==> config.mk <==
export PLATFORM = sky130hd
export DESIGN_NAME = cursor_list_of_handles
export DESIGN_NICKNAME = d
export VERILOG_FILES = /design/src/hw/rtl/clh_pkg.sv /design/src/hw/rtl/clh_cell.sv /design/src/hw/rtl/cursor_list_of_handles.sv
export SDC_FILE = /design/constraint.sdc
export NUM_CORES = 2
export LEC_CHECK = 0
export BUFFER_PORTS_ARGS = -buffer_cell sky130_fd_sc_hd__clkbuf_2
export CAP_MARGIN = 20
export CELL_PAD_IN_SITES_DETAIL_PLACEMENT = 0
export CELL_PAD_IN_SITES_GLOBAL_PLACEMENT = 1
export CORE_MARGIN = 2
export CORE_UTILIZATION = 50
export CTS_CLUSTER_DIAMETER = 80
export DETAILED_ROUTE_END_ITERATION = 6
export PLACE_DENSITY_LB_ADDON = 0.05
export SYNTH_ARGS = -nofsm -noshare
export SYNTH_HDL_FRONTEND = slang
export SYNTH_SLANG_ARGS = --single-unit
==> constraint.sdc <==
create_clock -name i_clk -period 4.65 [get_ports i_clk]
set_clock_uncertainty 0.15 [all_clocks]
set_input_delay 0.6975 -clock i_clk [delete_from_list [all_inputs] [get_ports i_clk]]
set_output_delay 0.6975 -clock i_clk [all_outputs]
set_load 0.005 [all_outputs]
==> src/hw/rtl/clh_pkg.sv <==
package clh_pkg;

    localparam int LIST_DEPTH = 16;
    localparam int IDX_W      = (LIST_DEPTH > 1) ? $clog2(LIST_DEPTH) : 1;
    localparam int CNT_W      = $clog2(LIST_DEPTH + 1);
    localparam int HANDLE_W   = 32;
    localparam int CMD_W      = 3;
    localparam int STATUS_W   = 2;
    localparam int ENT_W      = 5;

    typedef enum logic [CMD_W-1:0] {
        CMD_READ   = 3'd0,
        CMD_NEXT   = 3'd1,
        CMD_PREV   = 3'd2,
        CMD_ADD    = 3'd3,
        CMD_REMOVE = 3'd4
    } t_cmd;

    typedef enum logic [STATUS_W-1:0] {
        ST_DONE     = 2'd0,
        ST_EMPTY    = 2'd1,
        ST_NOTFOUND = 2'd2,
        ST_FULL     = 2'd3
    } t_status;

    // Per-cycle control broadcast to every cell
    typedef struct packed {
        logic load_match;
        logic shift_add;
        logic shift_rem;
    } t_cell_ctl;

endpackage

==> src/hw/rtl/clh_cell.sv <==
module clh_cell (
    input  logic                           i_clk,
    input  logic                           i_rst_n,
    input  clh_pkg::t_cell_ctl             i_ctl,
    input  logic                           i_live,
    input  logic [clh_pkg::HANDLE_W-1:0]   i_handle,
    input  logic [clh_pkg::HANDLE_W-1:0]   i_prev_data,
    input  logic [clh_pkg::HANDLE_W-1:0]   i_next_data,
    input  logic                           i_prior,
    output logic                           o_prior,
    output logic                           o_first,
    output logic [clh_pkg::HANDLE_W-1:0]   o_data,
    output logic [clh_pkg::HANDLE_W-1:0]   o_n_data
);

    logic [clh_pkg::HANDLE_W-1:0] r_data;
    logic [clh_pkg::HANDLE_W-1:0] n_data;
    logic                         r_match;

    // Match chain: a match at or in front of this cell ripples toward the back
    assign o_prior = i_prior | r_match;
    assign o_first = r_match & ~i_prior;

    always_comb begin
        n_data = r_data;
        if (i_ctl.shift_add) begin
            n_data = i_prev_data;
        end else if (i_ctl.shift_rem && o_prior) begin
            // close the gap: take the neighbour behind
            n_data = i_next_data;
        end
    end

    always_ff @(posedge i_clk) begin
        r_data <= n_data;
    end

    always_ff @(posedge i_clk) begin
        if (!i_rst_n) begin
            r_match <= 1'b0;
        end else if (i_ctl.load_match) begin
            r_match <= i_live && (r_data == i_handle);
        end
    end

    assign o_data   = r_data;
    assign o_n_data = n_data;

endmodule

==> src/hw/rtl/cursor_list_of_handles.sv <==
// Cursor list of handles: an ordered list of up to clh_pkg::LIST_DEPTH 32-bit
// handles, front at position 0, with a cursor that may point at one entry.
// Input channel (i_in_valid / o_in_ready) carries one command item: i_cmd and
// i_handle. Output channel (o_out_valid / i_out_ready) returns exactly one
// result item per command: o_item (handle under the cursor, zero if none),
// o_status and o_entries_now.
// The list lives in a chain of identical cells, one handle each. At the
// accept edge every cell registers whether it holds the requested handle;
// in the apply state a prefix chain through the cells picks the first match.
// When the command commits, every cell loads from its front neighbour for
// add, and for remove every cell at or behind the match loads from its back
// neighbour. The result item is registered when the command commits; the
// block accepts no new command until it has left the apply state.
// A finished result waits in the output register; the block still accepts
// the next command, and holds that command in the apply cycle until the
// receiver takes the earlier result.
// Reset empties the list and invalidates the cursor; handle contents are not
// cleared, and only entries below the count are ever read.
module cursor_list_of_handles (
    input  logic                           i_clk,
    input  logic                           i_rst_n,
    input  logic                           i_in_valid,
    output logic                           o_in_ready,
    input  logic [clh_pkg::CMD_W-1:0]      i_cmd,
    input  logic [clh_pkg::HANDLE_W-1:0]   i_handle,
    output logic                           o_out_valid,
    input  logic                           i_out_ready,
    output logic [clh_pkg::HANDLE_W-1:0]   o_item,
    output logic [clh_pkg::STATUS_W-1:0]   o_status,
    output logic [clh_pkg::ENT_W-1:0]      o_entries_now
);

    localparam int DEPTH = clh_pkg::LIST_DEPTH;

    typedef enum logic [1:0] {
        S_IDLE  = 2'b01,
        S_APPLY = 2'b10
    } t_state;

    t_state                        r_state, n_state;
    clh_pkg::t_cmd                 r_cmd;
    logic [clh_pkg::HANDLE_W-1:0]  r_handle;
    logic [clh_pkg::CNT_W-1:0]     r_count, n_count;
    logic [clh_pkg::IDX_W-1:0]     r_cur, n_cur;
    logic                          r_cur_valid, n_cur_valid;

    logic                          r_out_valid;
    logic [clh_pkg::HANDLE_W-1:0]  r_item;
    clh_pkg::t_status              r_status, n_status;
    logic [clh_pkg::ENT_W-1:0]     r_entries;

    clh_pkg::t_cell_ctl            w_ctl;
    logic                          w_accept;
    logic                          w_fire;
    logic                          w_empty;
    logic                          w_full;
    logic                          w_found;
    logic [clh_pkg::CNT_W-1:0]     w_cur_ext;

    logic [clh_pkg::HANDLE_W-1:0]  w_data   [DEPTH];
    logic [clh_pkg::HANDLE_W-1:0]  w_n_data [DEPTH];
    logic [DEPTH:0]                w_prior;
    logic [DEPTH-1:0]              w_first;

    assign o_in_ready = (r_state == S_IDLE);
    assign w_accept   = i_in_valid && o_in_ready;
    // commit only when the output register is free or being emptied
    assign w_fire     = (r_state == S_APPLY) && (!r_out_valid || i_out_ready);

    assign w_empty   = (r_count == '0);
    assign w_full    = (r_count == clh_pkg::CNT_W'(DEPTH));
    assign w_found   = w_prior[DEPTH];
    assign w_cur_ext = clh_pkg::CNT_W'(r_cur);

    assign w_prior[0] = 1'b0;

    // Row of cells; front neighbour of cell 0 is the incoming handle
    for (genvar k = 0; k < DEPTH; k++) begin : g_cell
        logic [clh_pkg::HANDLE_W-1:0] w_prev;
        logic [clh_pkg::HANDLE_W-1:0] w_next;
        logic                         w_live;

        if (k == 0) begin : g_front
            assign w_prev = r_handle;
        end else begin : g_mid
            assign w_prev = w_data[k-1];
        end

        if (k == DEPTH - 1) begin : g_back
            assign w_next = w_data[k];
        end else begin : g_inner
            assign w_next = w_data[k+1];
        end

        assign w_live = (r_count > clh_pkg::CNT_W'(k));

        clh_cell u_cell (
            .i_clk       (i_clk),
            .i_rst_n     (i_rst_n),
            .i_ctl       (w_ctl),
            .i_live      (w_live),
            .i_handle    (i_handle),
            .i_prev_data (w_prev),
            .i_next_data (w_next),
            .i_prior     (w_prior[k]),
            .o_prior     (w_prior[k+1]),
            .o_first     (w_first[k]),
            .o_data      (w_data[k]),
            .o_n_data    (w_n_data[k])
        );
    end

    // Command decode and cursor repair for the apply cycle
    always_comb begin
        w_ctl            = '0;
        w_ctl.load_match = w_accept;
        n_state          = r_state;
        n_count          = r_count;
        n_cur            = r_cur;
        n_cur_valid      = r_cur_valid;
        n_status         = clh_pkg::ST_DONE;

        case (r_state)
            S_IDLE: begin
                if (w_accept) begin
                    n_state = S_APPLY;
                end
            end
            S_APPLY: begin
                case (r_cmd)
                    clh_pkg::CMD_NEXT: begin
                        if (!r_cur_valid || (w_cur_ext + 1'b1 >= r_count)) begin
                            // wrap to the front
                            n_cur_valid = !w_empty;
                            n_cur       = '0;
                        end else begin
                            n_cur = r_cur + 1'b1;
                        end
                        if (w_empty) begin
                            n_status = clh_pkg::ST_EMPTY;
                        end
                    end
                    clh_pkg::CMD_PREV: begin
                        if (!r_cur_valid || (r_cur == '0)) begin
                            n_cur_valid = !w_empty;
                            n_cur       = '0;
                        end else begin
                            n_cur = r_cur - 1'b1;
                        end
                        if (w_empty) begin
                            n_status = clh_pkg::ST_EMPTY;
                        end
                    end
                    clh_pkg::CMD_ADD: begin
                        if (w_full) begin
                            n_status = clh_pkg::ST_FULL;
                        end else begin
                            w_ctl.shift_add = w_fire;
                            n_count         = r_count + 1'b1;
                            // cursor follows its entry one place back
                            if (r_cur_valid) begin
                                n_cur = r_cur + 1'b1;
                            end
                        end
                    end
                    clh_pkg::CMD_REMOVE: begin
                        if (!w_found) begin
                            n_status = clh_pkg::ST_NOTFOUND;
                        end else begin
                            w_ctl.shift_rem = w_fire;
                            n_count         = r_count - 1'b1;
                            if (r_cur_valid) begin
                                if (w_first[r_cur]) begin
                                    // own entry gone: drop the cursor
                                    n_cur_valid = 1'b0;
                                    n_cur       = '0;
                                end else if (w_prior[r_cur]) begin
                                    n_cur = r_cur - 1'b1;
                                end
                            end
                        end
                    end
                    default: begin
                        if (w_empty) begin
                            n_status = clh_pkg::ST_EMPTY;
                        end
                    end
                endcase

                if (!w_fire) begin
                    // hold everything until the result can be taken
                    n_count     = r_count;
                    n_cur       = r_cur;
                    n_cur_valid = r_cur_valid;
                end else begin
                    n_state = S_IDLE;
                end
            end
            default: begin
                n_state = S_IDLE;
            end
        endcase
    end

    always_ff @(posedge i_clk) begin
        if (!i_rst_n) begin
            r_state     <= S_IDLE;
            r_count     <= '0;
            r_cur       <= '0;
            r_cur_valid <= 1'b0;
            r_out_valid <= 1'b0;
        end else begin
            r_state     <= n_state;
            r_count     <= n_count;
            r_cur       <= n_cur;
            r_cur_valid <= n_cur_valid;
            if (w_fire) begin
                r_out_valid <= 1'b1;
            end else if (i_out_ready) begin
                r_out_valid <= 1'b0;
            end
        end
    end

    // Command and result payload
    always_ff @(posedge i_clk) begin
        if (w_accept) begin
            r_cmd    <= clh_pkg::t_cmd'(i_cmd);
            r_handle <= i_handle;
        end
        if (w_fire) begin
            r_item    <= n_cur_valid ? w_n_data[n_cur] : '0;
            r_status  <= n_status;
            r_entries <= clh_pkg::ENT_W'(n_count);
        end
    end

    assign o_out_valid   = r_out_valid;
    assign o_item        = r_item;
    assign o_status      = r_status;
    assign o_entries_now = r_entries;

    a_cursor_in_list: assert property (@(posedge i_clk) disable iff (!i_rst_n)
        r_cur_valid |-> (w_cur_ext < r_count))
        else $error("cursor points beyond the last entry");

    a_count_bound: assert property (@(posedge i_clk) disable iff (!i_rst_n)
        r_count <= clh_pkg::CNT_W'(DEPTH))
        else $error("entry count above list depth");

    a_result_after_apply: assert property (@(posedge i_clk) disable iff (!i_rst_n)
        (w_accept |=> (r_state == S_APPLY)))
        else $error("accepted command did not reach the apply cycle");

    a_full_keeps_count: assert property (@(posedge i_clk) disable iff (!i_rst_n)
        (w_fire && (n_status == clh_pkg::ST_FULL)) |-> (n_count == r_count))
        else $error("add to a full list changed the count");

endmodule
==> impl_metrics.yaml <==
cells_and_area:
  fin_area_um2: 40100
  fillers: 6512
  final_cell_mix: "683 x mux2i_1, 541 x dfxtp_1, 528 x o21ai_0"
  syn2layout_area_growth_pct: 12.3
  fin_nets: 4009
  finish.utilization_pct: 56.4
  layout.cells.non_filler: 4969
  drive_gt1_share_pct: 11.6
  layout_commonest_cell: "mux2i_1"
drt:
  highest_layer: "met5"
  dr.first_iter.drc_count: 3373
  drc: 0
  met3WireLength_um: 10900
  wl_met2_um: 60800
  num_vias: 30288
  drt-met1-wl_um: 62700
  post_drt_wl_per_cell_um: 28.9
  routed_wl_um: 144000
  antenna_left: 0
  detail_route.first_pass.iterations: 6
  viasPerCell: 6.10
clock_tree:
  clkTransAtPathRegs_ns: 0.06
  clockBufferDepth: 3
  cts_root_buffer: "clkbuf_16"
  cts_tree: "built"
  cts_made_buffers: 74
  worst_skew_pair.late_latency_ns: 0.63
  clock_sinks: 615
  cts_max_level: 3
  post_cts_buffers: 0
  ctsHoldBuffers: 0
power_and_ir_drop:
  ir_drop_v: 0.000305
  p_per_area_nw_per_um2: 301
  power_mw: 12.1
  p_leak_nw: 16.9
setup_path:
  path_max_fanout: 23
  critPathBufInv: 1
  slowest_stage: "o21ai_0"
  critPathTopFamily: "simple AND/OR/NAND/NOR gates"
  path_cells: "or4_4 -> nor4_2 -> a21oi_1 -> a2111o_1 -> o211ai_2 -> or2_1 -> nand2_2 -> buf_12 -> o21ai_0 -> o22ai_1"
  worstSetupPathType: "register to register"
  crit_arrival_ns: 4.78
  startpoint_type: "register"
  cp.required_ns: 4.84
  endpoint_kind: "register"
  max_stage_delay_ns: 0.62
sta:
  slew_headroom_pct: 23.3
  min_period_ns: 4.59
  rsz0062_at_grt: "no"
  worst_pin_slew_ns: 1.15
  hold_viol: 0
  setup_viol: 0
  period_share_pct: 98.6
  finalMaxSlewViolations: 0
  fmax_mhz: 218
place:
  gp_congestion: 0.986
  dp_cells: 4831
  dp_hpwl_um: 111000
  placed_cell_area_um2: 37700
  portBuffers: 79
logic_synthesis:
  synth_top_cell_by_area: "dfxtp_1"
  ys_warn_count: 0
  seq_area_frac_synth_pct: 36.5
  synth-compound-area-share_pct: 11.3
  muxShareOfSynthArea_pct: 22.6
  yosysTopAreaCellShare_pct: 30.3
  synth-adder-area-share_pct: 0.420
  synth.area.top_cells: "dfxtp_1 30%, mux2i_1 19%, xor2_1 8.0%, o21ai_0 7.4%, edfxtp_1 6.2%"
  synth_async_sr_flop_share_pct: 0
  ys.flop_type: "dfxtp_1"
  synth_seq_cells: 615
  netlist_area_um2: 35800
  yosys.area_share.simple_pct: 12.4
  synth_edf_count: 74
  synthXorXnorAreaFrac_pct: 12.6
  syn_inst: 3961
  syn_avg_cell_area_um2: 9.03
  synth.distinct_cells: 76
  synth_top_family_by_area: "multiplexers"
  syn-num-nets: 4012
floorplan:
  boundaryPins: 80
  start_util_pct: 50.3
  num_rows: 98
  die_x_um: 271
  die_h_um: 271
  die-area_um2: 73700
  coreArea_um2: 71100
worst_hold_path:
  min_path_type: "input pin to register"
global_routing:
  grt_pass1_wl_um: 205000
  grt_max_degree: 82
  antenna_found_initial: 3
  grt_overflow: 0
  grt_usage_pct: 37.9
  grt_pass1_vias: 28585
job:
  drv_cap: 0
status:
  outcome: "complete, no violations"
## worst paths after layout
check                                               start                          to  slack [ns]  cells after the start
worst max register to register  g_cell[12].u_cell.r_match                  o_item[28]        0.06                     10
worst min register to register        g_cell[0].w_prev[3]  g_cell[0].u_cell.o_data[3]        0.33                      2
worst max-delay path            g_cell[12].u_cell.r_match                  o_item[28]        0.06                     10
worst min-delay path                             i_cmd[2]                    r_cmd[2]        0.11                      1
## area by class of cell
type	instances	area (um2)	area share (%)
antenna	1	2.50	0.00623
multi-input combinational	3012	21400	53.2
clock inverter	22	183	0.455
clock buffer	114	2200	5.47
timing repair buffer	238	2090	5.21
tap	950	1190	2.96
sequential	615	13100	32.5
inverter	17	63.8	0.159
## logic make-up (layout without fill, tap and decap cells)
family	count (synthesis)	after routing
AOI/OAI and AO/OA	727	727
xor gates and xnor gates	516	516
adders and majority gates	12	12
buffers and inverters	334	391
DFF	615	615
muxes	793	793
other	0	1
and+or+nand+nor	964	964
## Yosys cell counts, types with 4 or more instances
| cell type | count |
|---|---|
| buf_2 | 61 |
| nor4_1 | 96 |
| o2111ai_1 | 20 |
| buf_1 | 18 |
| nand3_1 | 120 |
| nand4_1 | 66 |
| buf_4 | 29 |
| o21ai_1 | 36 |
| nand2_1 | 531 |
| o32ai_1 | 13 |
| a21oi_1 | 36 |
| o31ai_1 | 5 |
| inv_1 | 17 |
| mux2i_1 | 683 |
| clkbuf_1 | 205 |
| ha_1 | 12 |
| nand2b_1 | 6 |
| a2111oi_0 | 6 |
| nor2b_1 | 8 |
| dfxtp_1 | 541 |
| xor2_1 | 326 |
| edfxtp_1 | 74 |
| and2_1 | 9 |
| nand3b_1 | 4 |
| nor3_1 | 26 |
| buf_6 | 4 |
| mux2_1 | 36 |
| xnor2_1 | 190 |
| nor2_1 | 65 |
| o211ai_1 | 10 |
| mux2_2 | 74 |
| a32oi_1 | 5 |
| and3_1 | 6 |
| o22ai_1 | 28 |
| o21ai_0 | 530 |
## flip-flops by register name (all words and copies together), names as in the netlist
name / flops
o_entries_now: 5
r_cmd: 3
r_cur: 4
o_out_valid: 1
g_cell.w_prev: 32
o_item: 32
r_count: 5
r_state: 2
o_status: 2
g_cell.u_cell.r_match: 16
g_cell.u_cell.o_data: 512
r_cur_valid: 1
## per-stage QoR
stage	setup TNS (ns)	worst slack, ns	hold slack, ns
6_report	0	0.0648	0.110
3_5_place_dp	-0.0550	-0.0550	0.319
5_1_grt	0	0.00344	0.110
3_3_place_gp	0	0.0305	0.305
2_1_floorplan	0	0.819	0.292
4_1_cts	0	0.213	0.0893
## report_power, final
group / switching (mW) / total, mW / internal (mW)
combinational: 0.554 / 0.774 / 0.220
clock: 2.49 / 5.82 / 3.33
sequential: 0.0460 / 5.47 / 5.43
total: 3.09 / 12.1 / 8.98
## routing by layer
layer / up-vias / global-route usage (%)
met5: - / 0
met4: 4 / 21.8
met3: 275 / 6.33
met2: 1371 / 55.7
met1: 14559 / 52.4
li1: 14079 / -
## what timing repair did
action | 4_1_cts | 5_1_grt
gates resized for setup | 1 | 3
endpoints found under the hold margin | 0 | 0
setup endpoints to repair | 1 | 6
(Power assumes the default switching activity.)
